File: config.mk
export PLATFORM = sky130hd
export DESIGN_NAME = length_prefixed_marker_deframer_flat
export DESIGN_NICKNAME = d
export VERILOG_FILES = /design/src/hw/rtl/lpmd_pkg.sv /design/src/hw/rtl/lpmd_req_if.sv /design/src/hw/rtl/lpmd_rsp_if.sv /design/src/hw/rtl/lpmd_csr_if.sv /design/src/hw/rtl/length_prefixed_marker_deframer.sv /design/src/hw/rtl/lpmd_csr.sv /design/src/hw/rtl/lpmd_core.sv /design/src/hw/rtl/lpmd_out.sv /design/src/flat_wrapper.sv
export SDC_FILE = /design/constraint.sdc
export NUM_CORES = 1
export LEC_CHECK = 0
export ABC_AREA = 1
export BUFFER_PORTS_ARGS = -buffer_cell sky130_fd_sc_hd__clkbuf_2
export CAP_MARGIN = 20
export CORE_UTILIZATION = 33
export DETAILED_ROUTE_END_ITERATION = 7
export GPL_TIMING_DRIVEN = 0
export PLACE_DENSITY_LB_ADDON = 0.3
export SYNTH_ARGS = -nofsm -noshare
export SYNTH_HDL_FRONTEND = slang
export SYNTH_SLANG_ARGS = --single-unit
File: constraint.sdc
create_clock -name clock -period 3.8 [get_ports clock]
set_input_delay 0.76 -clock clock [delete_from_list [all_inputs] [get_ports clock]]
set_output_delay 0.76 -clock clock [all_outputs]
set_load 0.005 [all_outputs]
File: src/hw/rtl/lpmd_pkg.sv
// ----------------------------------------------------------------------------
// lpmd_pkg: shared types and constants of the marker deframer
// Result codes, register indexes, the configuration bundle and the result
// bundle used by the deframer modules and channel interfaces.
// ----------------------------------------------------------------------------
package lpmd_pkg;

   // Frame layout.
   localparam int HEADER_BYTES     = 4;
   localparam int MARKER_MAX_BYTES = 8;

   localparam int HEADER_COUNT_W = $clog2(HEADER_BYTES);
   localparam int MARKER_IDX_W   = $clog2(MARKER_MAX_BYTES);

   // Field widths.
   localparam int BYTE_W       = 8;
   localparam int LENGTH_W     = 16;
   localparam int MARKER_W     = MARKER_MAX_BYTES * BYTE_W;
   localparam int MARKER_LEN_W = 4;
   localparam int CSR_INDEX_W  = 2;
   localparam int CSR_DATA_W   = 64;

   // Register reset values.
   localparam logic [LENGTH_W-1:0]     MAX_BODY_LENGTH_RESET = '1;
   localparam logic [MARKER_W-1:0]     MARKER_VALUE_RESET    = '0;
   localparam logic [MARKER_LEN_W-1:0] MARKER_LENGTH_RESET   = 4'd4;

   // Result codes.
   typedef enum logic [1:0] {
      KIND_BODY       = 2'd0,
      KIND_GOOD       = 2'd1,
      KIND_BAD_MARKER = 2'd2,
      KIND_BAD_LENGTH = 2'd3
   } kind_type;

   // Register indexes.
   typedef enum logic [CSR_INDEX_W-1:0] {
      REG_MAX_BODY_LENGTH = 2'd0,
      REG_MARKER_VALUE    = 2'd1,
      REG_MARKER_LENGTH   = 2'd2
   } reg_index_type;

   // Configuration seen by the deframer core.
   typedef struct packed {
      logic [LENGTH_W-1:0]     max_body_length;
      logic [MARKER_W-1:0]     marker_value;
      logic [MARKER_LEN_W-1:0] marker_length;
   } cfg_type;

   // One result item.
   typedef struct packed {
      kind_type            kind;
      logic [BYTE_W-1:0]   body_byte;
      logic [LENGTH_W-1:0] frame_length;
   } result_type;

endpackage

File: src/hw/rtl/lpmd_req_if.sv
// ----------------------------------------------------------------------------
// lpmd_req_if: received byte channel
// Valid/ready channel that carries one received byte per item.
// ----------------------------------------------------------------------------
interface lpmd_req_if;
   logic                        valid;
   logic                        ready;
   logic [lpmd_pkg::BYTE_W-1:0] rx_byte;

   modport source (output valid, output rx_byte, input ready);
   modport sink   (input valid, input rx_byte, output ready);
endinterface

File: src/hw/rtl/lpmd_rsp_if.sv
// ----------------------------------------------------------------------------
// lpmd_rsp_if: deframer result channel
// Valid/ready channel that carries body bytes and frame end status.
// ----------------------------------------------------------------------------
interface lpmd_rsp_if;
   logic                          valid;
   logic                          ready;
   logic [1:0]                    result_kind;
   logic [lpmd_pkg::BYTE_W-1:0]   body_byte;
   logic [lpmd_pkg::LENGTH_W-1:0] frame_length;

   modport source (output valid, output result_kind, output body_byte,
                   output frame_length, input ready);
   modport sink   (input valid, input result_kind, input body_byte,
                   input frame_length, output ready);
endinterface

File: src/hw/rtl/lpmd_csr_if.sv
// ----------------------------------------------------------------------------
// lpmd_csr_if: register write channel
// Valid/ready channel that carries a register index and write data.
// ----------------------------------------------------------------------------
interface lpmd_csr_if;
   logic                             valid;
   logic                             ready;
   logic [lpmd_pkg::CSR_INDEX_W-1:0] index;
   logic [lpmd_pkg::CSR_DATA_W-1:0]  data;

   modport source (output valid, output index, output data, input ready);
   modport sink   (input valid, input index, input data, output ready);
endinterface

File: src/hw/rtl/length_prefixed_marker_deframer.sv
// ----------------------------------------------------------------------------
// length_prefixed_marker_deframer: byte stream deframer with end marker
// Parses frames made of a 4-byte little-endian signed length, the body and
// a configured end marker. Forwards body bytes and reports frame status.
//
//   Channel  Direction  Payload                                  Per item
//   req      in         rx_byte                                  one byte
//   rsp      out        result_kind, body_byte, frame_length     zero/one
//   csr      in         index, data                              one write
//
// One byte per clock while rsp takes results: a byte is held in the input
// register, parsed, and its result is loaded into the output register.
// The output register lets a new byte enter while a result waits.
// A stalled rsp blocks only bytes that produce a result.
// Reset is synchronous and returns to the header phase with default
// registers; no clearing pass is needed.
// ----------------------------------------------------------------------------
module length_prefixed_marker_deframer (
   input  logic       clock,
   input  logic       reset,
   lpmd_req_if.sink   req,
   lpmd_rsp_if.source rsp,
   lpmd_csr_if.sink   csr
);

   lpmd_pkg::cfg_type    cfg;
   lpmd_pkg::result_type result;
   logic                 out_free;
   logic                 load;

   // Configuration registers.
   lpmd_csr u_csr (
      .clock (clock),
      .reset (reset),
      .csr   (csr),
      .cfg   (cfg)
   );

   // Input register and parser.
   lpmd_core u_core (
      .clock    (clock),
      .reset    (reset),
      .req      (req),
      .cfg      (cfg),
      .out_free (out_free),
      .load     (load),
      .result   (result)
   );

   // Output register.
   lpmd_out u_out (
      .clock    (clock),
      .reset    (reset),
      .load     (load),
      .result   (result),
      .out_free (out_free),
      .rsp      (rsp)
   );

`ifndef SYNTHESIS
   // The parser never overwrites a result that is still waiting.
   a_load_has_room: assert property (@(posedge clock) disable iff (reset)
      load |-> out_free)
      else $error("result loaded into a full output register");

   // A loaded result is shown on the next cycle.
   a_load_shows: assert property (@(posedge clock) disable iff (reset)
      load |=> rsp.valid)
      else $error("loaded result not presented");

   // Only body items carry a data byte.
   a_body_byte_zero: assert property (@(posedge clock) disable iff (reset)
      (rsp.valid && rsp.result_kind != 2'(lpmd_pkg::KIND_BODY))
      |-> (rsp.body_byte == '0))
      else $error("status item with a nonzero body byte");

   // Body and length-error items report no frame length.
   a_length_zero: assert property (@(posedge clock) disable iff (reset)
      (rsp.valid && (rsp.result_kind == 2'(lpmd_pkg::KIND_BODY)
                  || rsp.result_kind == 2'(lpmd_pkg::KIND_BAD_LENGTH)))
      |-> (rsp.frame_length == '0))
      else $error("frame length reported on a body or length-error item");
`endif

endmodule

File: src/hw/rtl/lpmd_csr.sv
// ----------------------------------------------------------------------------
// lpmd_csr: deframer configuration registers
// Holds the maximum body length, marker bytes and marker length. Writes
// are always taken; an unknown index is dropped.
// ----------------------------------------------------------------------------
module lpmd_csr (
   input  logic                 clock,
   input  logic                 reset,
   lpmd_csr_if.sink             csr,
   output lpmd_pkg::cfg_type    cfg
);

   lpmd_pkg::cfg_type cfg_ff;
   lpmd_pkg::cfg_type cfg_in;

   assign csr.ready = 1'b1;
   assign cfg       = cfg_ff;

   // Decode the write index into the matching register.
   always_comb begin
      cfg_in = cfg_ff;
      if (csr.valid) begin
         case (lpmd_pkg::reg_index_type'(csr.index))
            lpmd_pkg::REG_MAX_BODY_LENGTH: begin
               cfg_in.max_body_length = csr.data[lpmd_pkg::LENGTH_W-1:0];
            end
            lpmd_pkg::REG_MARKER_VALUE: begin
               cfg_in.marker_value = csr.data[lpmd_pkg::MARKER_W-1:0];
            end
            lpmd_pkg::REG_MARKER_LENGTH: begin
               cfg_in.marker_length = csr.data[lpmd_pkg::MARKER_LEN_W-1:0];
            end
            default: begin
               cfg_in = cfg_ff;
            end
         endcase
      end
   end

   always_ff @(posedge clock) begin
      if (reset) begin
         cfg_ff.max_body_length <= lpmd_pkg::MAX_BODY_LENGTH_RESET;
         cfg_ff.marker_value    <= lpmd_pkg::MARKER_VALUE_RESET;
         cfg_ff.marker_length   <= lpmd_pkg::MARKER_LENGTH_RESET;
      end else begin
         cfg_ff <= cfg_in;
      end
   end

endmodule

File: src/hw/rtl/lpmd_core.sv
// ----------------------------------------------------------------------------
// lpmd_core: input register and frame parser
// Registers each received byte, then parses it in the current header, body
// or marker phase. It hands a result to the output stage when the byte
// produces one and advances only when that stage can take it.
// ----------------------------------------------------------------------------
module lpmd_core (
   input  logic                    clock,
   input  logic                    reset,
   lpmd_req_if.sink                req,
   input  lpmd_pkg::cfg_type       cfg,
   input  logic                    out_free,
   output logic                    load,
   output lpmd_pkg::result_type    result
);

   typedef enum logic [1:0] {
      PH_HEADER = 2'd0,
      PH_BODY   = 2'd1,
      PH_MARKER = 2'd2
   } phase_type;

   localparam int HCW = lpmd_pkg::HEADER_COUNT_W;
   localparam int LW  = lpmd_pkg::LENGTH_W;
   localparam int BW  = lpmd_pkg::BYTE_W;
   localparam int SW  = (lpmd_pkg::HEADER_BYTES - 1) * lpmd_pkg::BYTE_W;
   localparam int MLW = lpmd_pkg::MARKER_LEN_W;
   localparam logic [HCW-1:0] HEADER_LAST = HCW'(lpmd_pkg::HEADER_BYTES - 1);
   localparam logic [MLW-1:0] MARKER_MAX  = MLW'(lpmd_pkg::MARKER_MAX_BYTES);

   // Input register.
   logic          in_valid_ff;
   logic [BW-1:0] in_byte_ff;

   // Parser state.
   phase_type      phase_ff,           phase_in;
   logic [SW-1:0]  header_shift_ff,    header_shift_in;
   logic [HCW-1:0] header_count_ff,    header_count_in;
   logic [LW-1:0]  body_length_ff,     body_length_in;
   logic [LW-1:0]  body_remaining_ff,  body_remaining_in;
   logic [MLW-1:0] marker_index_ff,    marker_index_in;
   logic           marker_mismatch_ff, marker_mismatch_in;

   logic                              emit;
   logic                              advance;
   logic [MLW-1:0]                    marker_len_eff;
   logic [BW-1:0]                     marker_byte;
   logic [lpmd_pkg::MARKER_IDX_W-1:0] marker_sel;
   logic [SW+BW-1:0]                  header_raw;
   logic                              length_bad;

   // The stage moves when it has a byte and any result it makes has room.
   assign advance   = in_valid_ff && (!emit || out_free);
   assign load      = advance && emit;
   assign req.ready = !in_valid_ff || advance;

   // Marker length clamped to one through the maximum.
   always_comb begin
      if (cfg.marker_length == '0) begin
         marker_len_eff = MLW'(1);
      end else if (cfg.marker_length > MARKER_MAX) begin
         marker_len_eff = MARKER_MAX;
      end else begin
         marker_len_eff = cfg.marker_length;
      end
   end

   assign marker_sel  = marker_index_ff[lpmd_pkg::MARKER_IDX_W-1:0];
   assign marker_byte = cfg.marker_value[{marker_sel, 3'b000} +: BW];

   // Full header with the last byte in the top position.
   assign header_raw = {in_byte_ff, header_shift_ff};
   assign length_bad = header_raw[SW+BW-1]
                    || (header_raw[SW+BW-2:LW] != '0)
                    || (header_raw[LW-1:0] > cfg.max_body_length);

   // One parsing step for the registered byte.
   always_comb begin
      phase_in           = phase_ff;
      header_shift_in    = header_shift_ff;
      header_count_in    = header_count_ff;
      body_length_in     = body_length_ff;
      body_remaining_in  = body_remaining_ff;
      marker_index_in    = marker_index_ff;
      marker_mismatch_in = marker_mismatch_ff;
      emit               = 1'b0;
      result             = '0;
      result.kind        = lpmd_pkg::KIND_BODY;

      case (phase_ff)
         PH_BODY: begin
            emit              = 1'b1;
            result.kind       = lpmd_pkg::KIND_BODY;
            result.body_byte  = in_byte_ff;
            body_remaining_in = body_remaining_ff - LW'(1);
            if (body_remaining_in == '0) begin
               phase_in           = PH_MARKER;
               marker_index_in    = '0;
               marker_mismatch_in = 1'b0;
            end
         end
         PH_MARKER: begin
            marker_mismatch_in = marker_mismatch_ff || (in_byte_ff != marker_byte);
            marker_index_in    = marker_index_ff + MLW'(1);
            if (marker_index_in >= marker_len_eff) begin
               // Last marker byte: report and start over.
               emit                = 1'b1;
               result.kind         = marker_mismatch_in ? lpmd_pkg::KIND_BAD_MARKER
                                                        : lpmd_pkg::KIND_GOOD;
               result.frame_length = body_length_ff;
               phase_in            = PH_HEADER;
               header_shift_in     = '0;
               header_count_in     = '0;
               body_length_in      = '0;
               body_remaining_in   = '0;
               marker_index_in     = '0;
               marker_mismatch_in  = 1'b0;
            end
         end
         default: begin
            // Header phase, also taken for the unused phase code.
            phase_in = PH_HEADER;
            if (header_count_ff == HEADER_LAST) begin
               header_shift_in    = '0;
               header_count_in    = '0;
               marker_index_in    = '0;
               marker_mismatch_in = 1'b0;
               if (length_bad) begin
                  emit              = 1'b1;
                  result.kind       = lpmd_pkg::KIND_BAD_LENGTH;
                  body_length_in    = '0;
                  body_remaining_in = '0;
               end else begin
                  body_length_in    = header_raw[LW-1:0];
                  body_remaining_in = header_raw[LW-1:0];
                  phase_in = (header_raw[LW-1:0] == '0) ? PH_MARKER : PH_BODY;
               end
            end else begin
               header_shift_in = header_shift_ff
                               | (SW'(in_byte_ff) << {header_count_ff, 3'b000});
               header_count_in = header_count_ff + HCW'(1);
            end
         end
      endcase
   end

   // Input register and parser state.
   always_ff @(posedge clock) begin
      if (reset) begin
         in_valid_ff        <= 1'b0;
         phase_ff           <= PH_HEADER;
         header_shift_ff    <= '0;
         header_count_ff    <= '0;
         body_length_ff     <= '0;
         body_remaining_ff  <= '0;
         marker_index_ff    <= '0;
         marker_mismatch_ff <= 1'b0;
      end else begin
         if (req.ready) begin
            in_valid_ff <= req.valid;
         end
         if (advance) begin
            phase_ff           <= phase_in;
            header_shift_ff    <= header_shift_in;
            header_count_ff    <= header_count_in;
            body_length_ff     <= body_length_in;
            body_remaining_ff  <= body_remaining_in;
            marker_index_ff    <= marker_index_in;
            marker_mismatch_ff <= marker_mismatch_in;
         end
      end
   end

   // Byte data needs no reset.
   always_ff @(posedge clock) begin
      if (req.ready && req.valid) begin
         in_byte_ff <= req.rx_byte;
      end
   end

endmodule

File: src/hw/rtl/lpmd_out.sv
// ----------------------------------------------------------------------------
// lpmd_out: result output register
// Holds one result item until the consumer takes it and reports when it
// can take the next one.
// ----------------------------------------------------------------------------
module lpmd_out (
   input  logic                    clock,
   input  logic                    reset,
   input  logic                    load,
   input  lpmd_pkg::result_type    result,
   output logic                    out_free,
   lpmd_rsp_if.source              rsp
);

   logic                 valid_ff;
   lpmd_pkg::result_type result_ff;

   // Free when empty or when the held item leaves this cycle.
   assign out_free = !valid_ff || rsp.ready;

   assign rsp.valid        = valid_ff;
   assign rsp.result_kind  = 2'(result_ff.kind);
   assign rsp.body_byte    = result_ff.body_byte;
   assign rsp.frame_length = result_ff.frame_length;

   always_ff @(posedge clock) begin
      if (reset) begin
         valid_ff <= 1'b0;
      end else if (out_free) begin
         valid_ff <= load;
      end
   end

   always_ff @(posedge clock) begin
      if (load) begin
         result_ff <= result;
      end
   end

endmodule
File: src/flat_wrapper.sv
// flat-port wrapper written by rule: the top's interface ports become plain ports
module length_prefixed_marker_deframer_flat 
  (clock, reset, req_valid, req_rx_byte, req_ready, rsp_valid, rsp_result_kind, rsp_body_byte, rsp_frame_length, rsp_ready, csr_valid, csr_index, csr_data, csr_ready);
  lpmd_req_if req_i ();
  lpmd_rsp_if rsp_i ();
  lpmd_csr_if csr_i ();
  input  logic clock;
  input  logic reset;
  input wire logic [$bits(req_i.valid)-1:0] req_valid;
  input wire logic [$bits(req_i.rx_byte)-1:0] req_rx_byte;
  output wire logic [$bits(req_i.ready)-1:0] req_ready;
  output wire logic [$bits(rsp_i.valid)-1:0] rsp_valid;
  output wire logic [$bits(rsp_i.result_kind)-1:0] rsp_result_kind;
  output wire logic [$bits(rsp_i.body_byte)-1:0] rsp_body_byte;
  output wire logic [$bits(rsp_i.frame_length)-1:0] rsp_frame_length;
  input wire logic [$bits(rsp_i.ready)-1:0] rsp_ready;
  input wire logic [$bits(csr_i.valid)-1:0] csr_valid;
  input wire logic [$bits(csr_i.index)-1:0] csr_index;
  input wire logic [$bits(csr_i.data)-1:0] csr_data;
  output wire logic [$bits(csr_i.ready)-1:0] csr_ready;
  assign req_i.valid = req_valid;
  assign req_i.rx_byte = req_rx_byte;
  assign req_ready = req_i.ready;
  assign rsp_valid = rsp_i.valid;
  assign rsp_result_kind = rsp_i.result_kind;
  assign rsp_body_byte = rsp_i.body_byte;
  assign rsp_frame_length = rsp_i.frame_length;
  assign rsp_i.ready = rsp_ready;
  assign csr_i.valid = csr_valid;
  assign csr_i.index = csr_index;
  assign csr_i.data = csr_data;
  assign csr_ready = csr_i.ready;
  length_prefixed_marker_deframer u_core (.clock(clock), .reset(reset), .req(req_i), .rsp(rsp_i), .csr(csr_i));
endmodule
Word-level counts from Yosys, hierarchy flattened. Cells that the tools add are included.

Memories kept: 0. Input port bits: 79. Bits in latches: 0. Bits in registers: 185. Memory bits (read-only): 0. Output and inout port bits: 29. Bits in writable memories: 0. Logic and storage cells: 97.

Reductions and logical operators: 28. Shifts and indexed selects: 2. Divide/modulo/power cells: 0. $add $sub $neg: 3. Multiply operators: 0. Multiplexer cells: 35. Order comparisons: 3. Bitwise gates (word level): 2. Equal/unequal tests: 8.

Operators with widths (count): $pmux W16 S2 (2); $shiftx A64 B7 Y8 (1); $mux W16 (3); $mux W24 (2); $pmux W24 S2 (1); $logic_not A16 Y1 (2); $or A24 B24 Y24 (1); $shl A8 B5 Y24 (1); $mux W2 (10); $mux W4 (5); $gt A16 B16 Y1 (1); $sub A16 B1 Y16 const B (1); $reduce_bool A15 Y1 (1); $pmux W2 S2 (3); $reduce_and A3 Y1 (4); $ne A8 B8 Y1 (1); $pmux W4 S2 (1); $reduce_and A2 Y1 (4); $eq A2 B2 Y1 const B (3); $logic_or A1 B1 Y1 (6); $mux W1 (6); $add A4 B1 Y4 const B (1); $eq A2 B1 Y1 const B (2); $ge A4 B4 Y1 (1); other kinds (12) (18).

Depth between registers and ports, before layout.
Word-level depth: 11. Gate-level depth with buffers: 21. Depth with buffers taken out: 21.

Modules after synthesis. A second synthesis with hierarchy kept.

Cell total of the unflattened synthesis: 1460. Area total of the unflattened synthesis: 9960.8 µm².

Modules (own cells, without submodules): lpmd_core (cells each 923, area each 5689.2 µm², sequential area each 1561.5 µm², instances 1); lpmd_csr (cells each 506, area each 3448.3 µm², sequential area each 1681.6 µm², instances 1); lpmd_out (cells each 31, area each 823.3 µm², sequential area each 800.8 µm², instances 1).

Least setup slack after synthesis. Ideal clock, no wire load.

Kind: register to register. Start point: reg u_core.u_core.marker_index_ff[0]. End point: reg u_core.u_out.result_ff, in the netlist u_core.u_out.rsp.body_byte[0] (enable). Setup time: 0.381 ns. Slack: 0.653 ns. Data arrival time: 2.765 ns. Cell stages (with the launch flop): 17. Clock period less this slack: 3.147 ns. Buffers on the path: 2. Data required time: 3.419 ns. Cells stage by stage: dfxtp_1 > buf_2 > clkbuf_1 > nand3_1 > xnor2_1 > ha_1 > nand2_1 > inv_2 > o21ai_1 > nand3_1 > nand2_2 > nor2_1 > a21oi_1 > nand2_2 > nand2_4 > nand3_1 > inv_1.

Cells in the longest elaborated chain, start to end: 8.

RTL lines: start, declared (RTL line lpmd_core.sv:41) `logic [MLW-1:0] marker_index_ff, marker_index_in;`; start signal, assigned (RTL line lpmd_core.sv:168) `marker_index_ff <= marker_index_in;`; $add A4 B1 Y4 * (RTL line lpmd_core.sv:104) `marker_index_in = marker_index_ff + MLW'(1);`; $ge A4 B4 Y1 * (RTL line lpmd_core.sv:105) `if (marker_index_in >= marker_len_eff) begin`; $mux W1 * (RTL line lpmd_core.sv:105); $pmux W1 S2 * (RTL line lpmd_core.sv:90) `case (phase_ff)`; $logic_not A1 Y1 (RTL line lpmd_core.sv:53) `assign advance = in_valid_ff && (!emit || out_free);`; $logic_or A1 B1 Y1 (RTL line lpmd_core.sv:53); $logic_and A1 B1 Y1 (RTL line lpmd_core.sv:53); $logic_and A1 B1 Y1 * (RTL line lpmd_core.sv:54) `assign load = advance && emit;`; via u_core.load (RTL line length_prefixed_marker_deframer.sv:29) `logic load;`; end signal, assigned (RTL line lpmd_out.sv:36) `result_ff <= result;`; end, declared (RTL line lpmd_out.sv:16) `lpmd_pkg::result_type result_ff;`.

The timed path passes the listed nets; every way through them passes the cells marked *. A chain may end at the register's enable or synchronous reset.

Final worst setup path.
Start point: reg u_core.u_core.marker_index_ff[0]. End point: out req_ready.

Cells in the longest elaborated chain, start to end: 8.

RTL lines: $add A4 B1 Y4 (RTL line lpmd_core.sv:104); $ge A4 B4 Y1 (RTL line lpmd_core.sv:105); $mux W1 (RTL line lpmd_core.sv:105); $pmux W1 S2 (RTL line lpmd_core.sv:90); $logic_not A1 Y1 (RTL line lpmd_core.sv:53); $logic_or A1 B1 Y1 (RTL line lpmd_core.sv:53); $logic_and A1 B1 Y1 (RTL line lpmd_core.sv:53); $logic_or A1 B1 Y1 (RTL line lpmd_core.sv:55) `assign req.ready = !in_valid_ff || advance;`; end, declared (RTL line flat_wrapper.sv:11) `output wire logic [$bits(req_i.ready)-1:0] req_ready;`.

Every way passes these cells.

==> metrics.txt <==
Hold Path Sink u_core.u_core.header_shift_ff[22]$_SDFFE_PP0P_; Sinks on Clock Net 185; total chip power 4.55 mW; area leader, netlist dfxtp_1; PortBufs 106; critical path type reg2out; maximum vdd drop 0.284 mV; CTS resizes 2; Synth cell types 38; CTS buffer count 17; max_cap viols 0; DR pass1 iterations 5; RD Place Congestion 0.948; Synth Cell Area 9130 um^2; Crit path top cell by count nand3_1; outcome finished, final reports clean; Post-Syn Nets 1415; Arr. time, crit path 2.83 ns; die width 168 um; dpl hpwl 20300 um; # placed instances 1757; Routed WL 26400 um; r2r setup slk 0.43 ns; top cells by area, synth dfxtp_1, nor2_1, nand2_1, edfxtp_1, o21ai_0; Rows 60; P per Cell Area 426 nW/um^2; layout cells sized above 1 12.0%; die height 168 um; effective utilization at floorplan 33.8%; fillers 2882; first-pass GRT wire length 42400 um; IO Count 108; Hold-fix buffers, CTS 0; top cell type's share of synthesized area 33.1%; Vias 8682; sequential share of the synthesized area 44.3%; Final #Nets 1539; drt via density 4.86; asr flop ratio synth 0%; critical path's slowest cell dfxtp_1; largest net degree at the start of global routing 28; FMAX 0.278 GHz; Synth-to-Final Area Change 17.0%; Crit Path Max Fanout 17; Largest stage delay, worst path 0.37 ns; # diodes 0; reg2reg path depth 15; CTS tree done; r2r startpoint u_core.u_core.marker_index_ff[0]$_SDFFE_PP0P_; drt first-iter violations 731; mean area per synthesized cell 6.97 um^2; vias in the first global route 8022; post-route insts no fill 1788; Synth Register Bits 185; CORE AREA 27000 um^2; final-report setup violation count 0; hold wc startpoint u_core.u_core.header_shift_ff[22]$_SDFFE_PP0P_; Setup Skew 0.0152 ns; Post-CTS Setup Repair Bufs 0; antenna violations before repair 0; Worst setup SP type register; Synth Instances 1310; root buffer cell clkbuf_16; CTS max path bufs 2; die area 28300 um^2; WL per Instance 14.8 um; clock slew seen by the registers of the worst setup and hold paths 0.07 ns; total global-route track usage 19.1%; fin crit share 94.6%; CP required 3.04 ns; worst hold path type reg2reg; CTS H-Tree Depth 4; DR DRC count 0; number of flops mapped to enable cells by yosys 34; Worst R2R End u_core.u_out.rsp.frame_length[7]$_SDFFCE_PN0P_; GRT overflow 0; relative max-transition margin 38.3%; WHS Path Cells 2; min cycle time layout 3.59 ns; P_leak 5.16 nW; worst path cell trace buf_4 -> nand3_1 -> xnor2_1 -> ha_1 -> nand2_1 -> inv_2 -> o21ai_1 -> nand3_2 -> nand2_4 -> nor2_1 -> a21oi_1 -> nand2_2 -> nand3_1 -> clkbuf_2; most frequent cell after synthesis nor2_1; Clock Latency Late Sink 0.45 ns; top cells by count, synth nor2_1, nand2_1, dfxtp_1; Setup crit end kind output port; Hold Slack 0.469 ns; Tightest Pin Transition 0.924 ns; antenna viol nets, final 0; max-slew violations 0; top_reg_cell synth dfxtp_1; Fin. Hold Viols 0; Synthesis Warnings 0
worst max-delay path: cells and delay by family (launching register included):
family | cells | cell delay, ns
compound gates | 2 | 0.23
xor+xnor | 1 | 0.22
fa+ha+maj | 1 | 0.28
buf+inv | 3 | 0.42
flops | 1 | 0.37
simple gates | 7 | 0.87
worst max path at each step:
stage,to,start,depth (start not counted),slack [ns]
final,req_ready,u_core.u_core.marker_index_ff[0]$_SDFFE_PP0P_,14,0.21
after CTS,req_ready,u_core.u_core.marker_index_ff[0]$_SDFFE_PP0P_,14,0.02
after global routing,req_ready,u_core.u_core.marker_index_ff[2]$_SDFFE_PP0P_,12,-0.02
after detailed placement,u_core.u_out.rsp.frame_length[3]$_SDFFCE_PN0P_,u_core.u_core.marker_index_ff[0]$_SDFFE_PP0P_,16,-0.11
after global placement,u_core.u_out.rsp.frame_length[4]$_SDFFCE_PN0P_,u_core.u_core.marker_index_ff[0]$_SDFFE_PP0P_,16,-0.12
after floorplan,u_core.u_out.rsp.body_byte[0]$_SDFFCE_PN0P_,u_core.u_core.marker_index_ff[0]$_SDFFE_PP0P_,16,0.65
state kept, by name, indices dropped and copies added (netlist names):
| register | cells |
|---|---|
| u_core.u_csr.cfg | 84 |
| u_core.u_core.header_shift_ff | 24 |
| u_core.u_core.body_length_ff | 16 |
| u_core.u_core.body_remaining_ff | 16 |
| u_core.u_out.rsp.frame_length | 16 |
| u_core.u_core.in_byte_ff | 8 |
| u_core.u_out.rsp.body_byte | 8 |
| u_core.u_core.marker_index_ff | 4 |
| u_core.u_core.header_count_ff | 2 |
| u_core.u_core.phase_ff | 2 |
| u_core.u_out.rsp.result_kind | 2 |
| u_core.u_core.in_valid_ff | 1 |
| u_core.u_core.marker_mismatch_ff | 1 |
| u_core.u_out.rsp.valid | 1 |
metrics by stage:
step	setup TNS [ns]	area (um^2)	setup WS (ns)	utilization, %
6_report	0	10700	0.207	39.5
5_1_grt	-0.0236	10700	-0.0236	39.5
4_1_cts	0	10700	0.0225	39.4
3_5_place_dp	-2.95	10100	-0.115	37.3
3_3_place_gp	-3.02	10100	-0.117	37.3
2_1_floorplan	0	9130	0.653	-
final cells by class:
class                      instances  area, um^2  area share, %
tap                              341         427           4.00
multi-input combinational        937        4350           40.7
timing repair buffer             106         531           4.97
buffer                            67         298           2.79
sequential                       185        4050           37.9
clock inverter                    13         133           1.24
inverter                         120         452           4.23
clock buffer                      19         443           4.15
power by group:
group | internal, mW | switching, mW
Combinational | 0.225 | 0.424
Clock | 0.889 | 0.867
Sequential | 2.08 | 0.0713
Total | 3.19 | 1.36
cells by family after synthesis:
group / after synthesis / share of synthesized area, %
AOI/OAI and AO/OA: 218 / 12.9
xor gates and xnor gates: 14 / 1.34
adders and majority gates: 26 / 3.56
buffers and inverters: 188 / 8.17
DFF: 185 / 44.3
other: 1 / 0.0411
and+or+nand+nor: 678 / 29.7
routing by layer:
metal	global-route usage, %	wire, um	vias to the layer above
met5	0	0	-
met4	5.10	326	0
met3	3.27	1710	22
met2	29.4	11500	267
met1	27.5	12900	3959
li1	-	-	4434
placed cells by master (no fill, tap or decap), types with 2 or more instances in the layout:
cell	Yosys	final
nand4_2	2	2
buf_4	1	3
xnor2_1	2	2
dfxtp_1	151	150
inv_2	3	3
clkinv_8	0	2
clkinv_2	1	2
nor3_1	14	14
inv_1	113	113
clkbuf_1	47	45
o22ai_1	26	26
a21oi_1	47	47
clkbuf_16	0	17
nand2_1	279	279
buf_1	2	2
edfxtp_1	34	34
o211ai_1	16	16
o21ai_0	121	121
nor2_4	2	2
clkinv_4	0	4
ha_1	26	26
inv_8	0	4
clkbuf_2	0	107
nand3_2	1	2
buf_2	16	15
nand2_2	3	2
nor4_1	4	4
clkinv_1	3	3
nor2_1	330	330
nand2_4	1	2
nand4_1	10	10
nand3_1	29	28
buf_6	2	2
o21bai_1	4	4
xor2_1	12	12
(Power assumes the default switching activity.)
